==> src/sv/lpcd_pkg.sv <==
// Package: shared types and constants for the LPC bus cycle decoder.
`default_nettype none
package lpcd_pkg;

  typedef struct packed {
    logic       lframe_n;
    logic [3:0] lad;
  } in_item_t;

  typedef struct packed {
    logic [3:0]  kind;
    logic [63:0] value;
    logic [1:0]  index;
    logic [2:0]  warn_code;
    logic        last;
  } out_item_t;

  localparam logic [3:0] K_START   = 4'd0;
  localparam logic [3:0] K_CTYPE   = 4'd1;
  localparam logic [3:0] K_ADDR    = 4'd2;
  localparam logic [3:0] K_IDSEL   = 4'd3;
  localparam logic [3:0] K_MSIZE   = 4'd4;
  localparam logic [3:0] K_TAR1    = 4'd5;
  localparam logic [3:0] K_SYNC    = 4'd6;
  localparam logic [3:0] K_TIMEOUT = 4'd7;
  localparam logic [3:0] K_DATA    = 4'd8;
  localparam logic [3:0] K_TAR2    = 4'd9;
  localparam logic [3:0] K_WARN    = 4'd10;

  localparam logic [2:0] W_NONE  = 3'd0;
  localparam logic [2:0] W_TAR   = 3'd1;
  localparam logic [2:0] W_SYNC  = 3'd2;
  localparam logic [2:0] W_ABORT = 3'd3;
  localparam logic [2:0] W_MSIZE = 3'd4;

  localparam int unsigned QueueDepth = 4;

  // One decoded sample: up to two results.
  typedef struct packed {
    logic      two;
    out_item_t r0;
    out_item_t r1;
  } pair_t;

endpackage
`default_nettype wire

==> src/sv/lpcd_front.sv <==
// Front part: decodes each bus sample into zero, one or two results.
`default_nettype none
module lpcd_front
  import lpcd_pkg::*;
(
  input  wire logic     clk,
  input  wire logic     rst,
  input  wire logic     in_valid,
  output logic          in_stall,
  input  wire in_item_t in_data,
  output logic          p_valid,
  output pair_t         p_data,
  input  wire logic     p_full
);

  typedef enum logic [3:0] {
    PH_IDLE, PH_START, PH_CTDR, PH_ADDR, PH_IDSEL, PH_FWADDR, PH_MSIZE,
    PH_TAR, PH_SYNC, PH_TIMEOUT, PH_FWDATA, PH_DATA, PH_TAR2
  } phase_t;

  phase_t      phase, phase_next, ph;
  logic        prev_frame, prev_nibble_valid;
  logic [3:0]  prev_nibble;
  logic [3:0]  start_code, start_next, cycle_code, cycle_next, mem_size_code, msz_next;
  logic        is_write, wr_next;
  logic [31:0] address_acc, addr_next;
  logic [7:0]  nibble_count, cnt_next;
  logic [7:0]  byte_acc, byte_next;
  logic [63:0] word_acc, word_next;
  logic        half_count, half_next, turn_count, turn_next;
  logic [1:0]  abort_count, abort_next;

  out_item_t   r [2];
  logic [1:0]  nres;
  logic        take;
  logic [3:0]  nb;
  logic        lf;
  logic [8:0]  n;
  logic [10:0] off;

  assign in_stall = p_full;
  assign take     = in_valid && !p_full;
  assign nb       = prev_nibble;
  assign lf       = in_data.lframe_n;

  function automatic out_item_t mk(logic [3:0] k, logic [63:0] v, logic [1:0] i,
                                   logic [2:0] w);
    out_item_t o;
    o.kind = k; o.value = v; o.index = i; o.warn_code = w; o.last = 1'b0;
    return o;
  endfunction

  always_comb begin
    phase_next = phase;
    start_next = start_code; cycle_next = cycle_code; msz_next = mem_size_code;
    wr_next = is_write; addr_next = address_acc; cnt_next = nibble_count;
    byte_next = byte_acc; word_next = word_acc; half_next = half_count;
    turn_next = turn_count; abort_next = abort_count;
    r[0] = mk(K_START, 64'd0, 2'd0, W_NONE); r[1] = r[0];
    nres = 2'd0; n = 9'd0; off = 11'd0;
    ph = (!lf && !prev_frame) ? PH_TIMEOUT : phase;
    phase_next = ph;
    case (ph)
      PH_IDLE: if (!lf) phase_next = PH_START;
      PH_START: begin
        if (prev_nibble_valid) begin
          r[0] = mk(K_START, {60'd0, nb}, 2'd0, W_NONE); nres = 2'd1;
        end
        if (lf) begin
          if (prev_nibble_valid && (nb == 4'h0 || nb == 4'h5)) begin
            start_next = nb; phase_next = PH_CTDR;
          end else if (prev_nibble_valid && (nb == 4'hD || nb == 4'hE)) begin
            start_next = nb; wr_next = (nb == 4'hE); phase_next = PH_IDSEL;
          end else phase_next = PH_IDLE;
        end
      end
      PH_CTDR: begin
        cycle_next = nb; wr_next = (nb < 4'hC) && nb[1];
        r[0] = mk(K_CTYPE, {60'd0, nb}, 2'd0, W_NONE); nres = 2'd1;
        phase_next = PH_ADDR; addr_next = '0; cnt_next = '0;
      end
      PH_ADDR: begin
        n = (cycle_code <= 4'd3) ? 9'd4 : (cycle_code <= 4'd7) ? 9'd8 : 9'd0;
        if (n == 9'd0) begin
          if (is_write) begin phase_next = PH_DATA; half_next = 1'b0; end
          else begin phase_next = PH_TAR; turn_next = 1'b0; end
        end else if ({1'b0, nibble_count} > n - 9'd1) phase_next = PH_IDLE;
        else begin
          addr_next = address_acc |
                      (32'(nb) << (5'(n[3:0] - 4'd1 - nibble_count[3:0]) * 5'd4));
          if ({1'b0, nibble_count} < n - 9'd1) cnt_next = nibble_count + 8'd1;
          else begin
            r[0] = mk(K_ADDR, {32'd0, addr_next}, 2'd0, W_NONE); nres = 2'd1;
            if (is_write) begin phase_next = PH_DATA; half_next = 1'b0; end
            else begin phase_next = PH_TAR; turn_next = 1'b0; end
          end
        end
      end
      PH_IDSEL: begin
        r[0] = mk(K_IDSEL, {60'd0, nb}, 2'd0, W_NONE); nres = 2'd1;
        phase_next = PH_FWADDR; addr_next = '0; cnt_next = '0;
      end
      PH_FWADDR: begin
        if (nibble_count > 8'd6) phase_next = PH_IDLE;
        else begin
          addr_next = address_acc |
                      (32'(nb) << (5'(3'd6 - nibble_count[2:0]) * 5'd4));
          if (nibble_count < 8'd6) cnt_next = nibble_count + 8'd1;
          else begin
            r[0] = mk(K_ADDR, {32'd0, addr_next}, 2'd0, W_NONE); nres = 2'd1;
            phase_next = PH_MSIZE;
          end
        end
      end
      PH_MSIZE: begin
        r[0] = mk(K_MSIZE, {60'd0, nb}, 2'd0, W_NONE); nres = 2'd1;
        msz_next = nb;
        if (is_write) begin phase_next = PH_FWDATA; cnt_next = '0; word_next = '0; end
        else begin phase_next = PH_TAR; turn_next = 1'b0; end
      end
      PH_TAR, PH_TAR2: begin
        r[0] = mk((ph == PH_TAR) ? K_TAR1 : K_TAR2, {60'd0, nb}, {1'b0, turn_count},
                  W_NONE);
        r[1] = mk(K_WARN, {60'd0, nb}, {1'b0, turn_count}, W_TAR);
        nres = (nb != 4'hF) ? 2'd2 : 2'd1;
        if (!turn_count) turn_next = 1'b1;
        else begin
          turn_next = 1'b0;
          phase_next = (ph == PH_TAR) ? PH_SYNC : PH_IDLE;
        end
      end
      PH_SYNC: begin
        r[0] = mk(K_SYNC, {60'd0, nb}, 2'd0, W_NONE);
        r[1] = mk(K_WARN, {60'd0, nb}, 2'd0, W_SYNC);
        nres = (nb == 4'h0 || nb == 4'h5 || nb == 4'h6 || nb == 4'h9 || nb == 4'hA)
               ? 2'd1 : 2'd2;
        if (nb != 4'h5 && nb != 4'h6) begin
          half_next = 1'b0;
          if (!lf) phase_next = PH_TIMEOUT;
          else if (start_code == 4'hD || start_code == 4'hE) begin
            phase_next = PH_FWDATA; cnt_next = '0; word_next = '0;
          end else phase_next = PH_DATA;
        end
      end
      PH_TIMEOUT: begin
        nres = 2'd1;
        if (prev_frame) begin
          r[0] = mk(K_WARN, 64'd0, 2'd0, W_ABORT);
          abort_next = 2'd0; phase_next = PH_IDLE;
        end else begin
          r[0] = mk(K_TIMEOUT, 64'd0, abort_count, W_NONE);
          abort_next = abort_count + 2'd1;
          if (abort_count == 2'd3) phase_next = PH_IDLE;
        end
      end
      PH_FWDATA: begin
        case (mem_size_code)
          4'h0: n = 9'd2;
          4'h1: n = 9'd4;
          4'h2: n = 9'd8;
          4'h4: n = 9'd32;
          4'h7: n = 9'd256;
          default: n = 9'd0;
        endcase
        if (n == 9'd0) begin
          r[0] = mk(K_WARN, {60'd0, mem_size_code}, 2'd0, W_MSIZE); nres = 2'd1;
          phase_next = PH_IDLE;
        end else if ({1'b0, nibble_count} > n - 9'd1) phase_next = PH_IDLE;
        else begin
          off = {(n - 9'd1 - {1'b0, nibble_count}), 2'b00};
          off = nibble_count[0] ? off + 11'd4 : off - 11'd4;
          if (off < 11'd64) word_next = word_acc | (64'(nb) << off[5:0]);
          if ({1'b0, nibble_count} < n - 9'd1) cnt_next = nibble_count + 8'd1;
          else begin
            r[0] = mk(K_DATA, word_next, 2'd0, W_NONE); nres = 2'd1;
            half_next = 1'b0; phase_next = PH_TAR2;
          end
        end
      end
      PH_DATA: begin
        if (!half_count) begin byte_next = {4'd0, nb}; half_next = 1'b1; end
        else begin
          byte_next = {nb, byte_acc[3:0]};
          r[0] = mk(K_DATA, {56'd0, byte_next}, 2'd0, W_NONE); nres = 2'd1;
          half_next = 1'b0; phase_next = PH_TAR2;
        end
      end
      default: phase_next = PH_IDLE;
    endcase
    if (nres == 2'd1) r[0].last = 1'b1;
    if (nres == 2'd2) r[1].last = 1'b1;
  end

  always_ff @(posedge clk) begin
    if (rst) begin
      phase <= PH_IDLE; prev_frame <= 1'b1; prev_nibble <= '0;
      prev_nibble_valid <= 1'b0; start_code <= '0; cycle_code <= '0;
      is_write <= 1'b0; mem_size_code <= '0; address_acc <= '0;
      nibble_count <= '0; byte_acc <= '0; word_acc <= '0; half_count <= 1'b0;
      turn_count <= 1'b0; abort_count <= '0; p_valid <= 1'b0;
    end else begin
      p_valid <= take && (nres != 2'd0);
      if (take) begin
        phase <= phase_next; prev_frame <= lf; prev_nibble <= in_data.lad;
        prev_nibble_valid <= 1'b1; start_code <= start_next; cycle_code <= cycle_next;
        is_write <= wr_next; mem_size_code <= msz_next; address_acc <= addr_next;
        nibble_count <= cnt_next; byte_acc <= byte_next; word_acc <= word_next;
        half_count <= half_next; turn_count <= turn_next; abort_count <= abort_next;
        p_data.two <= (nres == 2'd2);
        p_data.r0  <= r[0];
        p_data.r1  <= r[1];
      end
    end
  end

  a_stall: assert property (@(posedge clk) disable iff (rst)
    p_full |=> !p_valid) else $error("front wrote while queue full");
  a_pnv: assert property (@(posedge clk) disable iff (rst)
    $past(take) |-> prev_nibble_valid) else $error("nibble not marked valid");
  a_idle: assert property (@(posedge clk) disable iff (rst)
    (p_valid && p_data.two) |-> p_data.r1.last && !p_data.r0.last)
    else $error("last flag misplaced");

endmodule
`default_nettype wire

==> src/sv/lpcd_back.sv <==
// Back part: queue of decoded samples and result serializer.
`default_nettype none
module lpcd_back
  import lpcd_pkg::*;
#(
  parameter int unsigned Depth = QueueDepth
) (
  input  wire logic      clk,
  input  wire logic      rst,
  input  wire logic      p_valid,
  input  wire pair_t     p_data,
  output logic           p_full,
  output logic           out_valid,
  input  wire logic      out_stall,
  output out_item_t      out_data
);

  localparam int unsigned AW = (Depth > 1) ? $clog2(Depth) : 1;

  pair_t         mem [Depth];
  logic [AW-1:0] wp, rp;
  logic [AW:0]   cnt;
  logic          sel;
  logic          pop, done;

  // Full leaves room for the entry arriving from the front register.
  assign p_full    = (cnt >= (AW+1)'(Depth - 1));
  assign out_valid = (cnt != '0);
  assign out_data  = sel ? mem[rp].r1 : mem[rp].r0;
  assign pop       = out_valid && !out_stall;
  assign done      = pop && (sel || !mem[rp].two);

  always_ff @(posedge clk) begin
    if (p_valid) mem[wp] <= p_data;
  end

  always_ff @(posedge clk) begin
    if (rst) begin
      wp <= '0; rp <= '0; cnt <= '0; sel <= 1'b0;
    end else begin
      if (p_valid) wp <= (wp == AW'(Depth - 1)) ? '0 : wp + AW'(1);
      if (done) begin
        rp  <= (rp == AW'(Depth - 1)) ? '0 : rp + AW'(1);
        sel <= 1'b0;
      end else if (pop) sel <= 1'b1;
      cnt <= cnt + (AW+1)'(p_valid) - (AW+1)'(done);
    end
  end

  a_over: assert property (@(posedge clk) disable iff (rst)
    p_valid |-> cnt < (AW+1)'(Depth)) else $error("queue overflow");
  a_sel: assert property (@(posedge clk) disable iff (rst)
    sel |-> out_valid && mem[rp].two) else $error("second half without pair");
  a_last: assert property (@(posedge clk) disable iff (rst)
    done |-> out_data.last) else $error("request retired without last");

endmodule
`default_nettype wire

==> src/sv/lpc_bus_cycle_decoder.sv <==
// Top level: LPC bus cycle decoder.
// Takes one LFRAME#/LAD sample per cycle while in_stall is low and reports the
// decoded fields one sample late; a sample gives up to two results, each a
// request on the out channel. Input is accepted every cycle while the output
// side keeps up; the front decoder has one register stage, results pass through
// a queue of Depth decoded samples, and a two-result sample goes out r0 first.
`default_nettype none
module lpc_bus_cycle_decoder
  import lpcd_pkg::*;
#(
  parameter int unsigned Depth = QueueDepth
) (
  input  wire logic      clk,
  input  wire logic      rst,
  input  wire logic      in_valid,
  output logic           in_stall,
  input  wire in_item_t  in_data,
  output logic           out_valid,
  input  wire logic      out_stall,
  output out_item_t      out_data
);

  logic  p_valid, p_full;
  pair_t p_data;

  lpcd_front u_front (
    .clk, .rst, .in_valid, .in_stall, .in_data, .p_valid, .p_data, .p_full
  );

  lpcd_back #(.Depth(Depth)) u_back (
    .clk, .rst, .p_valid, .p_data, .p_full, .out_valid, .out_stall, .out_data
  );

endmodule
`default_nettype wire
==> config.mk <==
export PLATFORM = sky130hd
export DESIGN_NAME = lpc_bus_cycle_decoder
export DESIGN_NICKNAME = d
export VERILOG_FILES = /design/src/sv/lpcd_pkg.sv /design/src/sv/lpcd_front.sv /design/src/sv/lpcd_back.sv /design/src/sv/lpc_bus_cycle_decoder.sv
export SDC_FILE = /design/constraint.sdc
export NUM_CORES = 1
export LEC_CHECK = 0
export BUFFER_PORTS_ARGS = -buffer_cell sky130_fd_sc_hd__buf_2
export CAP_MARGIN = 20
export CORE_MARGIN = 2
export CORE_UTILIZATION = 45
export CTS_CLUSTER_DIAMETER = 30
export CTS_CLUSTER_SIZE = 28
export DETAILED_ROUTE_END_ITERATION = 6
export GPL_TIMING_DRIVEN = 0
export PLACE_DENSITY = 0.58
export SLEW_MARGIN = 20
export SYNTH_ARGS = -nofsm -noshare
export SYNTH_HDL_FRONTEND = slang
export SYNTH_SLANG_ARGS = --single-unit
==> constraint.sdc <==
create_clock -name clk -period 14.4 [get_ports clk]
set_input_delay 2.88 -clock clk [delete_from_list [all_inputs] [get_ports clk]]
set_output_delay 2.88 -clock clk [all_outputs]
set_load 0.03 [all_outputs]
# Yosys cells after proc, flatten, opt, wreduce, memory -nomap -nowiden
# Memory sizes are Yosys's and may differ from the RTL's. A register that Yosys moved wholly into a read port is not among the register bits.
# Cells that the tools add are included.
word_totals:
  reg_bits: 293
  mem_bits_rw: 596
  in_bits: 9
  n_memories: 1
classes:
  addsub: 14
  magnitude_cmp: 11
  n_eq_ne: 50
  shifts: 3
  muxes: 111
  n_bitwise: 5
  n_reduce_logical: 51
mem_list:
  columns: ["memory", "words", "width", "read_ports", "rd_ports_with_merged_regs", "write_ports", "line_no", "text"]
  rows:
  - ["u_back.mem", 4, 149, 1, 1, 1, "lpcd_back.sv:20", "pair_t mem [Depth];"]
ops:
  columns: ["operator", "n"]
  rows:
  - ["$pmux W74 S11", 1]
  - ["$mux W74", 9]
  - ["$mux W64", 7]
  - ["$pmux W64 S3", 1]
  - ["$pmux W74 S2", 1]
  - ["$mux W72", 2]
  - ["$mux W32", 3]
  - ["$mux W4", 24]
  - ["$mux W8", 12]
  - ["$pmux W32 S3", 1]
  - ["$or A32 B32 Y32", 2]
  - ["$or A64 B64 Y64", 1]
  - ["$shl A4 B5 Y32", 2]
  - ["$shl A4 B6 Y64", 1]
  - ["$pmux W4 S12", 1]
  - ["$pmux W8 S6", 1]
  - ["$pmux W9 S5", 1]
  - ["$eq A4 B4 Y1 const B", 11]
  - ["$eq A4 B3 Y1 const B", 8]
  - ["$mux W2", 13]
  - ["$mux W1", 25]
  - ["$gt A8 B9 Y1", 2]
  - ["$logic_not A9 Y1", 2]
  - ["$lt A8 B9 Y1", 2]
  - ["52 further kinds", 112]

# Logic depth before layout (Yosys ltp)
# Gate-level depths: netlist of run 1.
logic_depth:
  ltp_word: 16
  ltp_mapped: 22
  ltp_nobuf: 19

# Modules after synthesis
# From an unflattened synthesis of run 1, not the netlist that was laid out.
unflattened:
  hier_cells: 2209
  hier_area_um2: 34493.1
modules_own_cells:
  columns: ["mod", "n_inst", "cells_each", "area_per_inst_um2", "seq_area_each_um2"]
  rows:
  - ["lpcd_back", 1, 921, 22892.0, 18097.4]
  - ["lpcd_front", 1, 1288, 11601.1, 5175.0]

# Worst setup path after synthesis of run 1
# No wires, ideal clock.
synth_timing:
  kind: "input -> register"
  start: "input port rst"
  end: "register u_front.p_data[0] (netlist name)"
  setup_ps: 525
  arrival_ps: 6965
  path_slack_ps: 6910
  path_stages: 4
  n_path_buf: 3
  cell_sequence: "clkbuf_1 buf_1 buf_1 nor2_1"
synth_via:
  elab_chain_cells: 2
synth_lines:
  columns: ["item", "line_no", "text"]
  rows:
  - ["from (decl)", "lpc_bus_cycle_decoder.sv:14", "input wire logic rst,"]
  - ["$not A1 Y1 (no source line)", null, null]
  - ["$reduce_and A2 Y1 (no source line)", null, null]
# No other way between the ends.
# A chain may end at the register's enable or synchronous reset.

==> flow_summary.ini, run 1 <==
[synth]
synth.top_cell.area_share_pct = 50.1
synthAdderAreaFrac_pct = 1.99
seq_area_frac_synth_pct = 61.7
synthCells = 1975
synth_top_family_by_area = simple AND/OR/NAND/NOR gates
yosys.area_share.simple_pct = 12.5
synth_edf_count = 415
synth_ff_type = edfxtp_1
yosysMostFrequentCell = edfxtp_1
post_synth_num_cell_types = 81
netlist_area_mm2 = 0.0249
netlist.top_cell.by_area = edfxtp_1
synth_area_leaders = edfxtp_1 50%, dfxtp_1 12%, mux4_2 7.5%, o21ai_0 2.6%, a21oi_1 2.5%
synthMuxAreaShare_pct = 8.19
synth_fp_nets = 2023
ys_warn_count = 0
synth_common_cells = 415 x edfxtp_1, 151 x nand2_1, 144 x dfxtp_1, 127 x o21ai_0
synth_compound_area_share_pct = 11.7
avgSynthCellArea_um2 = 12.6
synth_seq_cells = 559
synthXorXnorAreaFrac_pct = 0.865
async_flop_share_pct = 0

[clock_network]
cts_buffers = 107
cts-root-buf = clkbuf_16
ctsLongestPathBuffers = 3
clk_pin_slew_worst_paths_ns = 0.05
postCtsSetupBuffers = 0
cts.htree.levels = 3
cts_hold_buf = 0
cts-resized-gates = 0
clkLatencyLatePin_ns = 0.66
tritoncts = done
cts_sinks = 559

[layout]
nets = 2226
area_delta_synth_final_pct = 21.1
drive_above_1_share_pct = 19.1
final_cells = 2974
final_util_pct = 54.9
final_area_mm2 = 0.0301

[placed_design]
gp_congestion = 0.927
place_hpwl_um = 45800
dp_slack_ns = 8.39
placed_area_mm2 = 0.0264
dp_cells = 2773
port_buffers = 83

[floorplanning]
row_count = 86
core_area_mm2 = 0.0549
io_pins = 85
start_util_pct = 45.3
die_h_um = 239
die_w_um = 239
die_area_mm2 = 0.0572

[setup_path]
cp_max_fo = 10
reg2reg_depth = 21
timing.rr.end = u_front.p_data[115]$_DFFE_PP_
timing.rr.start = u_front.mem_size_code[1]$_SDFFE_PP0P_
cp-endpoint = out_data[35]
end_kind = primary output
cp.required_ns = 11.52
cp-start-kind = flip-flop
path_class = flip-flop to primary output
rrSetupSlack_ns = 8.78
worstPathArrival_ns = 3.38
startpoint = u_back.sel$_SDFFE_PP0P_

[sta]
hold_slack_ns = 0.453
slew_headroom_pct = 30.0
setup_ws_ns = 8.14
max_slew.worst_pin.slew_ns = 1.04
setup_viol = 0
clock.fmax_mhz = 160
maxSlewViolCount = 0
tns_ns = 0
finalCritPeriodShare_pct = 43.5
final-hold-violation-count = 0
rsz0062_at_grt = false
fin_skew_ns = 0.0300
fin_crit_ns = 6.26

[detailed_routing]
initialDrtViolationCount = 1669
postRouteAntennaNets = 0
firstDrtPassIters = 6
drc = 0
via_per_inst = 5.90
vias = 17600
wl_per_cell_um = 22.9
wirelength_um = 68200

[power]
p_leak_nw = 10.0
ir_worst_vdd_mv = 0.0872
power_density_mw_per_mm2 = 171
p_total_mw = 5.15

[worst_hold_path]
min_path_type = flip-flop to flip-flop

[global_routing]
grt_pass1_vias = 17300
grt_pass1_wl_um = 103000
grtUsageTotal_pct = 23.9
antenna_found_initial = 1
globalRouteOverflowTotal = 0
grt_max_degree = 42

[run]
maxCapViolCount = 0

[outcome]
status = completed
## critical path, stage by stage, from the launching register on
cell and delay, ns:
dfxtp_1 0.30, clkbuf_1 0.46, clkinv_1 0.88, clkbuf_1 0.55, and2_1 0.31, buf_2 0.19
## layout make-up
type | instances | area, um2
Sequential cell | 559 | 15300
Antenna cell | 1 | 2.50
Buffer | 153 | 629
Multi-Input combinational cell | 1224 | 8780
Fill cell | 4584 | 24800
Tap cell | 704 | 881
Clock inverter | 85 | 886
Clock buffer | 115 | 2780
Inverter | 39 | 146
Timing Repair Buffer | 94 | 666
## sequential cells by signal, summed over array words and instances, names as in the netlist, 2 cells and up, named ones only
name and flops:
u_front.byte_acc 4, u_back.cnt 3, u_front.nb 4, u_back.mem 332, u_front.p_data 83, u_front.abort_count 2, u_front.start_code 4, u_back.rp 2
u_front.mem_size_code 4, u_back.wp 2, u_front.address_acc 32, u_front.cycle_code 2, u_front.phase 4, u_front.word_acc 64, u_front.nibble_count 8
## where the power goes
group / leakage, nW / internal [mW] / switching [mW]
sequential: 4.96 / 1.80 / 0.0372
clock: 1.76 / 1.59 / 0.877
combinational: 3.30 / 0.265 / 0.585
total: 10.0 / 3.65 / 1.50
## worst min-delay path by stage
stage / from / end / slack, ns / depth (start not counted)
final: u_front.word_acc[59]$_SDFFE_PP0P_ / u_front.word_acc[59]$_SDFFE_PP0P_ / 0.45 / 2
after floorplan: u_front.word_acc[32]$_SDFFE_PP0P_ / u_front.word_acc[32]$_SDFFE_PP0P_ / 0.42 / 2
after global placement: u_front.word_acc[46]$_SDFFE_PP0P_ / u_front.word_acc[46]$_SDFFE_PP0P_ / 0.43 / 2
after global routing: u_front.word_acc[40]$_SDFFE_PP0P_ / u_front.word_acc[40]$_SDFFE_PP0P_ / 0.47 / 2
after detailed placement: u_front.word_acc[51]$_SDFFE_PP0P_ / u_front.word_acc[51]$_SDFFE_PP0P_ / 0.44 / 2
after CTS: u_front.word_acc[51]$_SDFFE_PP0P_ / u_front.word_acc[51]$_SDFFE_PP0P_ / 0.45 / 2
## layer usage
| metal | track usage, % | vias to the layer above | part of all wire (%) |
|---|---|---|---|
| li1 | - | 8002 | - |
| met1 | 34.4 | 8694 | 45 |
| met2 | 36.5 | 723 | 46 |
| met3 | 4.35 | 135 | 7.2 |
| met4 | 8.71 | 2 | 2.6 |
| met5 | 0 | - | 0.028 |
## kinds of logic (layout without fill, tap and decap cells)
kind of cell / Yosys count / count (layout)
flip-flops: 559 / 559
adder cells (fa/ha/maj): 39 / 39
AO/OA/AOI/OAI: 464 / 464
XOR/XNOR: 22 / 22
AND/OR/NAND/NOR: 600 / 600
other: 0 / 1
multiplexers: 99 / 99
buffers and inverters: 192 / 486
## cells in the final DEF, fill, tap and decap left out, types with 28 or more instances in the layout
master / n
edfxtp_1: 415
nand2_1: 151
dfxtp_1: 144
o21ai_0: 127
a21oi_1: 126
nor2_1: 125
clkbuf_16: 108
clkbuf_1: 102
buf_2: 100
mux4_2: 83
and2_1: 76
nor3_1: 44
nand4_1: 43
a31oi_1: 41
ha_1: 38
inv_1: 37
nor4_1: 36
a22o_1: 33
nand3_1: 30
o22ai_1: 29
buf_1: 28
Note: power is estimated with default switching activity, not from simulation.
==> run 2: changes to the inputs <==
- ABC_AREA: default -> 1
- clock period: 14.4 -> 6.4 ns (I/O delays scaled with it)
==> flow_summary.ini, run 2 <==
[sta]
tns_ns = 0
finalCritPeriodShare_pct = 81.3
clock.fmax_mhz = 192
fin_crit_ns = 5.21
max_slew.worst_pin.slew_ns = 1.05
setup_ws_ns = 1.19
hold_slack_ns = 0.448
fin_skew_ns = 0.0420
final-hold-violation-count = 0
setup_viol = 0
maxSlewViolCount = 0
rsz0062_at_grt = false
slew_headroom_pct = 29.7

[synth]
synth_edf_count = 415
netlist_area_mm2 = 0.0259
synth_ff_type = edfxtp_1
synth_fp_nets = 2806
synthXorXnorAreaFrac_pct = 0.609
synth_seq_cells = 559
synth_compound_area_share_pct = 16.0
synth_top_family_by_area = simple AND/OR/NAND/NOR gates
avgSynthCellArea_um2 = 9.39
synthMuxAreaShare_pct = 0
post_synth_num_cell_types = 45
yosys.area_share.simple_pct = 16.2
async_flop_share_pct = 0
synthAdderAreaFrac_pct = 1.91
synth_area_leaders = edfxtp_1 48%, dfxtp_1 11%, nor2_1 6.6%, a21oi_1 5.4%, o21ai_0 4.9%
seq_area_frac_synth_pct = 59.2
synth.top_cell.area_share_pct = 48.1
yosysMostFrequentCell = nor2_1
synth_common_cells = 454 x nor2_1, 415 x edfxtp_1, 277 x a21oi_1, 255 x o21ai_0, 252 x nand2_1
ys_warn_count = 0
synthCells = 2758
netlist.top_cell.by_area = edfxtp_1

[setup_path]
cp-start-kind = flip-flop
worstPathArrival_ns = 5.57
cp_max_fo = 10
cp.required_ns = 6.76
startpoint = u_front.mem_size_code[2]$_SDFFE_PP0P_
rrSetupSlack_ns = 1.19
end_kind = flip-flop
timing.rr.start = u_front.mem_size_code[2]$_SDFFE_PP0P_
path_class = flip-flop to flip-flop

[floorplanning]
io_pins = 85
die_area_mm2 = 0.0595
start_util_pct = 45.8
core_area_mm2 = 0.0566
die_h_um = 244
die_w_um = 244
row_count = 87

[layout]
mostFrequentLayoutCells = 453 x nor2_1, 415 x edfxtp_1, 277 x a21oi_1, 255 x o21ai_0, 252 x nand2_1
fill_cells = 4980
nets = 3013
reg.largest.list = u_back.mem x332, u_front.p_data x83, u_front.word_acc x64
final_util_pct = 55.7
drive_above_1_share_pct = 12.2
final_common_cell = nor2_1
final_cells = 3821
largest-register = u_back.mem
final_area_mm2 = 0.0315
regArea_mm2 = 0.0153
largest_reg_flops = 332
multi_input_area_mm2 = 0.00899
area_delta_synth_final_pct = 21.7

[clock_network]
cts-root-buf = clkbuf_16
cts_hold_buf = 0
postCtsSetupBuffers = 0
cts_sinks = 559
tritoncts = done
clkLatencyLatePin_ns = 0.68
cts_buffers = 115
cts.htree.levels = 3
ctsLongestPathBuffers = 3
clk_pin_slew_worst_paths_ns = 0.05
cts-resized-gates = 0

[outcome]
status = finished, violations left
violations = DRC

[placed_design]
port_buffers = 83
place_hpwl_um = 53800
placed_area_mm2 = 0.0275
dp_cells = 3604
gp_congestion = 0.969
dp_slack_ns = 1.38

[global_routing]
antenna_found_initial = 2
grt_max_degree = 64
grt_pass1_wl_um = 121000
globalRouteOverflowTotal = 0
grtUsageTotal_pct = 26.4
grt_pass1_vias = 21100

[detailed_routing]
wl_per_cell_um = 20.7
drc = 1
via_per_inst = 5.61
initialDrtViolationCount = 2050
postRouteAntennaNets = 0
vias = 21500
firstDrtPassIters = 7
wirelength_um = 79300

[power]
p_clk_share_pct = 41.6
switchingPower_mw = 5.38
p_leak_nw = 11.6
sw_frac_of_total_pct = 36.9
ir_worst_vdd_mv = 0.259
power_density_mw_per_mm2 = 463
p_total_mw = 14.6
comb_power_share_pct = 29.5
internal_power_mw = 9.21
pwr-share-seq_pct = 28.9

[worst_hold_path]
worstHoldStart = u_front.start_code[2]$_SDFFE_PP0P_
min_path_type = flip-flop to flip-flop

[run]
maxCapViolCount = 0
[run 2: cell types whose count changed in the layout (fill, tap and decap cells not counted), sizes merged, moves of 79 or more]
cell / before / now
a21oi: 126 / 278
mux4: 83 / 0
nor2: 127 / 470
inv: 53 / 233
and2: 80 / 1
nand3: 30 / 197
o21ai: 139 / 296
nand2: 151 / 259
[run 2: layer usage]
layer | vias to the layer above | track usage (%) | wire length [um]
met5 | - | 0 | 0
met2 | 916 | 41.6 | 36100
met4 | 0 | 11.6 | 3010
met1 | 10200 | 35.9 | 34800
li1 | 10100 | - | -
met3 | 197 | 4.46 | 5390
[run 2: final timing paths]
kind	cells past startpoint	endpoint
min	2	u_front.start_code[2]$_SDFFE_PP0P_
max reg2reg	21	u_front.p_data[97]$_DFFE_PP_
min reg2reg	2	u_front.start_code[2]$_SDFFE_PP0P_
max	21	u_front.p_data[97]$_DFFE_PP_
[run 2: cell type report]
class / count / share of cell area, %
sequential: 559 / 48.7
multi-input combinational: 1803 / 28.5
clock buffer: 134 / 9.58
clock inverter: 82 / 3.24
tap: 756 / 3.00
inverter: 229 / 2.79
buffer: 167 / 2.28
timing repair buffer: 90 / 1.88
antenna: 1 / 0.00794
[run 2: logic make-up (layout without fill, tap and decap cells)]
group,count (synthesis),after routing
other,0,1
and+or+nand+nor,987,987
adders and majority gates,39,39
buffers and inverters,396,702
AOI/OAI and AO/OA,759,759
DFF,559,559
xor gates and xnor gates,18,18
[run 2: power groups by stage]
stage	Clock (mW)	Combinational [mW]	Sequential (mW)
after global placement	0	4.17	4.29
after floorplan	0	2.88	4.24
after detailed placement	0	4.24	4.28
after global routing	6.32	4.69	4.23
after CTS	6.14	4.26	4.21
final	6.08	4.30	4.21
[run 2: worst max-delay path, stage by stage (launching register included)]
cell and delay [ns]:
dfxtp_1 0.35, nor2_2 0.25, nand2_1 0.15, ha_1 0.22
ha_1 0.27, inv_1 0.04, ha_1 0.36, nand2_1 0.06
o21ai_0 0.35, a31oi_1 0.18, xnor2_1 0.16, ha_1 0.34
a21oi_1 0.21, o21a_1 0.15, nand2_1 0.07, xor2_1 0.14
nor2_1 0.22, buf_2 0.38, buf_1 0.47, nand3_1 0.18
nand2_1 0.19, o21bai_1 0.13
